--- src/rtl/tmi_pkg.sv ---
`default_nettype none
package tmi_pkg;
  localparam int AzimuthCells = 64;
  localparam int RadialCells  = 32;
  localparam int PolarCells   = 16;
  localparam int AzW = $clog2(AzimuthCells);
  localparam int RaW = $clog2(RadialCells);
  localparam int PoW = $clog2(PolarCells);
  localparam int MeshDepth = AzimuthCells * RadialCells * PolarCells;
  localparam int MeshAw = $clog2(MeshDepth);
  localparam logic signed [33:0] TwoPiQ16 = 34'sd411775;
  localparam logic signed [49:0] FracLimit = 50'sd536870912;

  typedef enum logic [2:0] {
    OP_WR_MESH = 3'd0,
    OP_WR_AZ   = 3'd1,
    OP_WR_RA   = 3'd2,
    OP_WR_PO   = 3'd3,
    OP_QUERY   = 3'd4
  } op_t;

  typedef enum logic [1:0] {
    REG_AZ_USED = 2'd0,
    REG_PO_USED = 2'd1,
    REG_RA_USED = 2'd2
  } reg_idx_t;

  typedef enum logic [3:0] {
    S_IDLE, S_CEN, S_FRAC, S_DIV, S_MREQ, S_MWAIT, S_MUL, S_ADD, S_OUT
  } state_t;

  typedef struct packed {
    logic start;
    logic signed [49:0] num;
    logic signed [33:0] den;
  } div_req_t;

  typedef struct packed {
    logic busy;
    logic done;
    logic signed [49:0] quo;
  } div_rsp_t;
endpackage
`default_nettype wire

--- src/rtl/tmi_div.sv ---
`default_nettype none
// restoring divider, one quotient bit a cycle, truncates toward zero
module tmi_div (
  input  wire logic clk,
  input  wire logic rst_n,
  input  wire tmi_pkg::div_req_t req,
  output tmi_pkg::div_rsp_t rsp
);
  import tmi_pkg::*;

  logic [5:0]  cnt_r, cnt_nxt;
  logic        busy_r, busy_nxt, done_r, done_nxt;
  logic [49:0] q_r, q_nxt;
  logic [50:0] rem_r, rem_nxt;
  logic [33:0] d_r, d_nxt;
  logic        neg_r, neg_nxt;
  logic [50:0] trial;
  logic [49:0] num_abs;

  assign num_abs = req.num[49] ? 50'(-req.num) : 50'(req.num);
  assign trial = {rem_r[49:0], q_r[49]} - {17'd0, d_r};

  // shift-subtract step
  always_comb begin
    cnt_nxt = cnt_r; busy_nxt = busy_r; done_nxt = 1'b0;
    q_nxt = q_r; rem_nxt = rem_r; d_nxt = d_r; neg_nxt = neg_r;
    if (req.start) begin
      busy_nxt = 1'b1; cnt_nxt = 6'd0; q_nxt = num_abs; rem_nxt = '0;
      d_nxt = req.den[33] ? 34'(-req.den) : 34'(req.den);
      neg_nxt = req.num[49] ^ req.den[33];
    end else if (busy_r) begin
      if (!trial[50]) begin
        rem_nxt = trial; q_nxt = {q_r[48:0], 1'b1};
      end else begin
        rem_nxt = {rem_r[49:0], q_r[49]}; q_nxt = {q_r[48:0], 1'b0};
      end
      cnt_nxt = cnt_r + 6'd1;
      if (cnt_r == 6'd49) begin
        busy_nxt = 1'b0; done_nxt = 1'b1;
      end
    end
  end

  always_ff @(posedge clk) begin
    if (!rst_n) begin
      busy_r <= 1'b0; done_r <= 1'b0; cnt_r <= '0;
    end else begin
      busy_r <= busy_nxt; done_r <= done_nxt; cnt_r <= cnt_nxt;
    end
    q_r <= q_nxt; rem_r <= rem_nxt; d_r <= d_nxt; neg_r <= neg_nxt;
  end

  assign rsp.busy = busy_r;
  assign rsp.done = done_r;
  assign rsp.quo  = neg_r ? 50'(-q_r) : 50'(q_r);

  a_done_after_busy: assert property (@(posedge clk) disable iff (!rst_n)
    done_r |-> $past(busy_r)) else $error("done without busy");
  a_no_both: assert property (@(posedge clk) disable iff (!rst_n)
    !(done_r && busy_r)) else $error("done while busy");
  a_count_idle: assert property (@(posedge clk) disable iff (!rst_n)
    (busy_r && !req.start) |=> (cnt_r == $past(cnt_r) + 6'd1) || !busy_r)
    else $error("counter slip");
endmodule
`default_nettype wire

--- config.mk ---
export PLATFORM = sky130hd
export DESIGN_NAME = tmi_div
export DESIGN_NICKNAME = d
export VERILOG_FILES = /design/src/rtl/tmi_pkg.sv /design/src/rtl/tmi_div.sv
export SDC_FILE = /design/constraint.sdc
export NUM_CORES = 1
export LEC_CHECK = 0
export BUFFER_PORTS_ARGS = -buffer_cell sky130_fd_sc_hd__buf_2
export CAP_MARGIN = 20
export CORE_MARGIN = 5
export CORE_UTILIZATION = 44
export DETAILED_ROUTE_END_ITERATION = 6
export PLACE_DENSITY_LB_ADDON = 0.1
export RECOVER_POWER = 50
export SYNTH_ARGS = -nofsm -noshare
export SYNTH_HDL_FRONTEND = slang
export SYNTH_SLANG_ARGS = --single-unit
--- constraint.sdc ---
create_clock -name clk -period 7.2 [get_ports clk]
set_clock_uncertainty 0.2 [all_clocks]
set_input_delay 0.72 -clock clk [delete_from_list [all_inputs] [get_ports clk]]
set_output_delay 0.72 -clock clk [all_outputs]
set_load 0.02 [all_outputs]
==> results.json, run 1 <==
{
  "ys_ff_latch": 143,
  "nets": 1507,
  "boundaryPins": 139,
  "drive_gt1_share_pct": 13.9,
  "ff2ff_path_depth": 13,
  "wl_per_cell_um": 16.7,
  "fin_tns_setup_ns": 0,
  "dp_hpwl_mm": 21.1,
  "maxCapViolations": 4,
  "root_buffer": "clkbuf_16",
  "cp_data_arrival_time_ns": 5.34,
  "grt_pass1_wl_mm": 46.5,
  "fin_crit_sh_pct": 77.0,
  "crit_path_top_delay_cell": "clkbuf_1",
  "holdPathStages": 2,
  "timing.final.ws_setup_ns": 1.66,
  "wl_mm": 28.6,
  "grt_pass1_vias": 9118,
  "min_period_ns": 5.54,
  "async_flop_share_pct": 0,
  "synth_edf_count": 85,
  "cts_buffers": 17,
  "n_fill_cell": 2395,
  "hold_path_class": "flop to flop",
  "worstMarginPinSlew_ns": 3.16,
  "postCtsHoldBufs": 0,
  "violations": "max-capacitance violations, max-slew violations",
  "hold_slack_ns": 0.285,
  "final_common_cell": "nand2_1",
  "start_util_pct": 44.5,
  "crit_chain": "clkbuf_1 -> nor2_1 -> inv_1 -> clkbuf_1",
  "run_status": "finished, violations left",
  "p_leak_uw": 0.00471,
  "finalHoldViolCount": 0,
  "yosys_warnings": 0,
  "htreeDepth": 4,
  "ys.flop_type": "edfxtp_1",
  "drt_iter0_drc": 734,
  "track_usage_pct": 20.0,
  "cellPowerDensity_nw_per_um2": 239,
  "num_vias": 9678,
  "critPathMaxStageDelay_ns": 2.19,
  "ir_drop_v": 0.000131,
  "worst-path-buf-inv": 3,
  "relSlewSlack_pct": -111,
  "clk_pin_slew_ns": 0.06,
  "antenna_found_initial": 0,
  "start_kind": "input pin",
  "cpMostUsedCell": "clkbuf_1",
  "area_growth_pct": 13.4,
  "via_per_inst": 5.64,
  "ys_seq_area_share_pct": 34.5,
  "cp_top_family": "buffers and inverters",
  "clock_path_buffers": 2,
  "clock_latency_ns": 0.43,
  "crit_cells": 4,
  "synth.net_count": 1404,
  "fp.dieH_um": 166,
  "syn_inst": 1277,
  "ant_nets": 0,
  "dr.pass1.iters": 7,
  "place.port_buffers": 138,
  "route.detailed.drc": 0,
  "cts_tree": "yes",
  "syn_avg_cell_area_um2": 8.43,
  "preCtsSetupSlack_ns": 2.68,
  "ctsResizeCount": 0,
  "grt_overflow": 0,
  "die_x_um": 166,
  "slew_viol_final": 212,
  "cp.required_ns": 7.00,
  "antennaDiodeCount": 0,
  "path_class": "input pin to flop",
  "synth_cell_types": 67,
  "layout.cells.most_common_list": "143 x nand2_1, 130 x buf_2, 129 x nor2_1",
  "rows": 57,
  "max_freq_ghz": 0.180,
  "core_um2": 24200,
  "cts.sinks": 143,
  "cts_setup_buffers": 0,
  "routabilityCongestion": 0.906,
  "die-area_um2": 27700,
  "crit_path_end_kind": "flop",
  "path_max_fanout": 71,
  "rsz0062_at_grt": "no",
  "syn-cell-area_um2": 10800,
  "grt_start_max_net_pins": 89,
  "setup-violations-final": 0
}
==> cell usage after synthesis, types with 4 or more instances <==
cell | instances | area share (%)
xnor2_1 | 98 | 8.0
dfxtp_1 | 58 | 11
a311oi_1 | 35 | 2.8
nor2_1 | 129 | 4.5
buf_4 | 6 | 0.42
nand3_1 | 21 | 0.98
a31o_2 | 5 | 0.41
a31oi_1 | 4 | 0.23
edfxtp_1 | 85 | 24
a21oi_1 | 98 | 4.6
nor3_1 | 22 | 1.0
or3_1 | 26 | 1.5
mux2i_1 | 6 | 0.56
a21o_1 | 20 | 1.4
nand4_1 | 13 | 0.76
nand2b_1 | 15 | 0.87
nand3b_1 | 6 | 0.42
nand2_1 | 143 | 5.0
and3_1 | 5 | 0.29
o31ai_1 | 45 | 3.1
or4_1 | 25 | 1.7
nor4_1 | 12 | 0.70
o41ai_1 | 17 | 1.4
clkbuf_1 | 53 | 1.8
or2_2 | 8 | 0.47
xor2_1 | 62 | 5.0
o21bai_1 | 5 | 0.35
ha_1 | 39 | 4.5
inv_1 | 58 | 2.0
and2_1 | 5 | 0.29
a211oi_1 | 9 | 0.63
mux2_2 | 4 | 0.42
o21ai_0 | 73 | 3.4
and4_1 | 6 | 0.49
o211ai_1 | 8 | 0.56
==> registers in the layout, indices dropped and copies added, names as in the netlist <==
name,count
q_r,50
done_r,1
d_r,34
rem_r,50
cnt_r,6
busy_r,1
neg_r,1
==> routing by layer <==
metal,up-vias,wire length (um),track usage [%]
met3,28,1390,3.33
li1,4894,-,-
met1,4524,13900,28.0
met4,0,408,4.98
met5,-,0,0
met2,232,12900,32.3
==> metrics by stage <==
stage	instance area (um2)	util [%]	power (uW)	cells
4_1_cts	12200	50.6	2930	1716
3_5_place_dp	11700	48.2	2070	1684
5_1_grt	12200	50.5	3090	1717
3_3_place_gp	11700	48.2	2060	1684
2_1_floorplan	10800	-	1790	1277
6_report	12200	50.5	2910	1717
==> logic make-up after synthesis <==
group,count (synthesis),share of synthesized area [%]
compound gates,348,21.5
xor+xnor,161,13.2
fa+ha+maj,40,4.72
buf+inv,120,4.53
flops,143,34.5
mux,10,0.977
simple gates,455,20.6
==> tightest hold or removal path: cells and delay by family (launching register included) <==
family | cells | cell delay, ns
flops | 1 | 0.32
compound gates | 2 | 0.13
==> path summary, 6_finish.rpt <==
check | start | endpoint | slack (ns)
setup / recovery | req[84] | q_r[15]$_DFFE_PP_ | 1.66
hold / removal | cnt_r[5]$_SDFFE_PP0P_ | cnt_r[5]$_SDFFE_PP0P_ | 0.28
setup reg to reg | q_r[49]$_DFFE_PP_ | rem_r[3]$_SDFFE_PP0P_ | 2.76
hold reg to reg | cnt_r[5]$_SDFFE_PP0P_ | cnt_r[5]$_SDFFE_PP0P_ | 0.28
==> area by class of cell <==
cell class	instances	area [um2]	share of cell area [%]
Clock buffer	19	453	3.71
Clock inverter	13	105	0.861
Inverter	58	218	1.78
Multi-Input combinational cell	1014	6580	53.9
Sequential cell	143	3710	30.4
Tap cell	324	405	3.32
Timing Repair Buffer	146	729	5.98
==> where the power goes <==
group	switching, uW	internal [uW]	total, uW
Sequential	84.5	974	1060
Clock	380	465	845
Combinational	622	385	1010
Total	1090	1820	2910
No activity file was read; power rests on OpenSTA's default activity.
==> run 2: changes to the inputs <==
Settings changed: ABC_AREA from default to 1.
Clock period 7.2 ns to 4.5 ns, I/O delays scaled along.
==> run 2 against run 1 <==
Net effect:
- the flow still finishes with violations (max-capacitance violations, max-slew violations)
- global-route usage is 5.9 points higher
- sequential cell count stayed put
- clock-buffer cell count is 2 lower
- non-clock buffer count is 1 lower
- register-to-register slack worse by 1.5 ns
- wire length is 55% higher
- largest cell class unchanged
- core utilization is 0.91 points lower
- sequential share of layout area is 5.9 points lower
==> results.json, run 2 <==
{
  "cts_setup_buffers": 0,
  "rrSetupSlack_ns": 1.25,
  "synth.area.top_cells": "nand2_1 21%, edfxtp_1 19%, inv_1 11%",
  "synth.mux.area_fraction_pct": 0,
  "path_class": "input pin to flop",
  "rsz0062_at_grt": "no",
  "cts_buffers": 17,
  "cp_data_arrival_time_ns": 3.79,
  "synthAdderAreaFrac_pct": 3.74,
  "min_from": "rst_n",
  "violations": "max-capacitance violations, max-slew violations",
  "synth_cell_types": 45,
  "wl_mm": 44.5,
  "via_per_inst": 5.14,
  "run_status": "finished, violations left",
  "layout.cells.most_common_list": "750 x nand2_1, 390 x inv_1, 257 x nor2_1",
  "place.port_buffers": 138,
  "synth_top_family_by_area": "simple AND/OR/NAND/NOR gates",
  "syn_avg_cell_area_um2": 6.05,
  "relSlewSlack_pct": -41.1,
  "finalHoldViolCount": 0,
  "ir_drop_v": 0.000271,
  "boundaryPins": 139,
  "synth_area_leader_cell": "nand2_1",
  "reg2reg_from": "q_r[49]$_DFFE_PP_",
  "track_usage_pct": 25.9,
  "grt_start_max_net_pins": 57,
  "n_fill_cell": 3266,
  "hold_path_class": "input pin to flop",
  "cts_tree": "yes",
  "synthTopCellsByCount": "750 x nand2_1, 391 x inv_1, 259 x nor2_1, 167 x nand3_1, 91 x xor2_1",
  "hold_slack_ns": 0.0709,
  "syn_inst": 2249,
  "antenna_found_initial": 1,
  "cts.sinks": 143,
  "hold_end": "busy_r$_SDFF_PN0_",
  "final_common_cell": "nand2_1",
  "clock_path_buffers": 2,
  "critPathMaxStageDelay_ns": 1.48,
  "fin_tns_setup_ns": 0,
  "ctsResizeCount": 0,
  "cellPowerDensity_nw_per_um2": 265,
  "root_buffer": "clkbuf_16",
  "dr.pass1.iters": 6,
  "die_x_um": 186,
  "ys.flop_type": "edfxtp_1",
  "drt_iter0_drc": 1369,
  "rows": 64,
  "ys_seq_area_share_pct": 27.3,
  "synth_compound_area_share_pct": 6.50,
  "clock_latency_ns": 0.45,
  "ff2ff_path_depth": 14,
  "max_freq_ghz": 0.255,
  "wl_per_cell_um": 16.1,
  "syn-cell-area_um2": 13600,
  "dp_hpwl_mm": 35.3,
  "fp.dieH_um": 186,
  "grt_overflow": 0,
  "num_vias": 14200,
  "start_kind": "input pin",
  "area_growth_pct": 11.5,
  "die-area_um2": 34500,
  "ant_nets": 0,
  "ys_ff_latch": 143,
  "cp.required_ns": 4.37,
  "htreeDepth": 4,
  "nets": 2488,
  "start_util_pct": 44.4,
  "synth_edf_count": 85,
  "synth-xor-area-share_pct": 8.44,
  "holdPathStages": 3,
  "crit_path_end_kind": "flop",
  "reg_top3": "q_r (50), rem_r (50), d_r (34)",
  "crit_chain": "clkbuf_1 -> clkbuf_2 -> nor2_4 -> clkinv_1 -> buf_4",
  "async_flop_share_pct": 0,
  "postCtsHoldBufs": 0,
  "grt_pass1_vias": 13100,
  "clk_pin_slew_ns": 0.07,
  "antennaDiodeCount": 0,
  "synth.net_count": 2376,
  "drive_gt1_share_pct": 8.72,
  "setup-violations-final": 0,
  "route.detailed.drc": 0,
  "core_um2": 30600,
  "yosys.area_share.simple_pct": 41.2,
  "maxCapViolations": 2,
  "yosys_warnings": 0,
  "routabilityCongestion": 0.970,
  "worstMarginPinSlew_ns": 2.12,
  "min_period_ns": 3.92,
  "synth_top_area_share_pct": 20.7,
  "post_dp_cell_area_um2": 14600,
  "r2r_end": "rem_r[24]$_SDFFE_PP0P_",
  "total_power_uw": 4010,
  "path_max_fanout": 56,
  "fin_crit_sh_pct": 87.0,
  "grt_pass1_wl_mm": 70.4,
  "slew_viol_final": 86,
  "p_leak_uw": 0.00785,
  "synth_most_common_cell": "nand2_1",
  "fin_area_um2": 15200,
  "crit_path_top_delay_cell": "clkbuf_1"
}
run 2: routing by layer:
metal  up-vias  GRT usage [%]  routed length, um  share of wire [%]
met5         -              0                  7              0.016
met4         2           5.60                583                1.3
met3        36           5.30               3430                7.7
met2       473           37.4              18300                 41
met1      6479           39.7              22200                 50
li1       7245              -                  -                  -
run 2: kinds of logic (layout without fill, tap and decap cells):
logic type	after synthesis	after routing
buf+inv	448	573
xor+xnor	131	131
fa+ha+maj	40	40
flops	143	143
compound gates	161	161
simple gates	1326	1326
run 2: per-stage QoR:
stage	util [%]	instances	worst slack, ns
2_1_floorplan	-	2249	1.78
3_3_place_gp	47.7	2738	1.32
5_1_grt	49.6	2770	0.304
4_1_cts	49.6	2770	0.895
3_5_place_dp	47.7	2738	1.24
6_report	49.6	2770	0.584
run 2: worst max-delay path by stage:
stage,start,endpoint
global placement,q_r[49]$_DFFE_PP_,rem_r[24]$_SDFFE_PP0P_
global route,req[84],q_r[48]$_DFFE_PP_
detailed placement,q_r[49]$_DFFE_PP_,rem_r[24]$_SDFFE_PP0P_
finish,req[84],q_r[48]$_DFFE_PP_
CTS,q_r[0]$_DFFE_PP_,rsp[48]
floorplan,q_r[0]$_DFFE_PP_,rsp[26]
run 2: final cells by class:
class	instances	area [um2]	area share [%]
Sequential cell	143	3710	24.5
Timing Repair Buffer	145	723	4.77
Clock buffer	17	425	2.81
Clock inverter	15	154	1.02
Tap cell	396	495	3.27
Multi-Input combinational cell	1658	8160	53.8
Inverter	396	1490	9.81
run 2: critical path: cells and delay by family:
| kind | cells | cell delay, ns |
|---|---|---|
| buffers and inverters | 4 | 3.25 |
| AND/OR/NAND/NOR | 1 | 0 |
run 2: where the power goes:
part,switching [uW],internal (uW)
registers,76.1,1500
logic,699,307
clock network,650,780
total,1420,2590
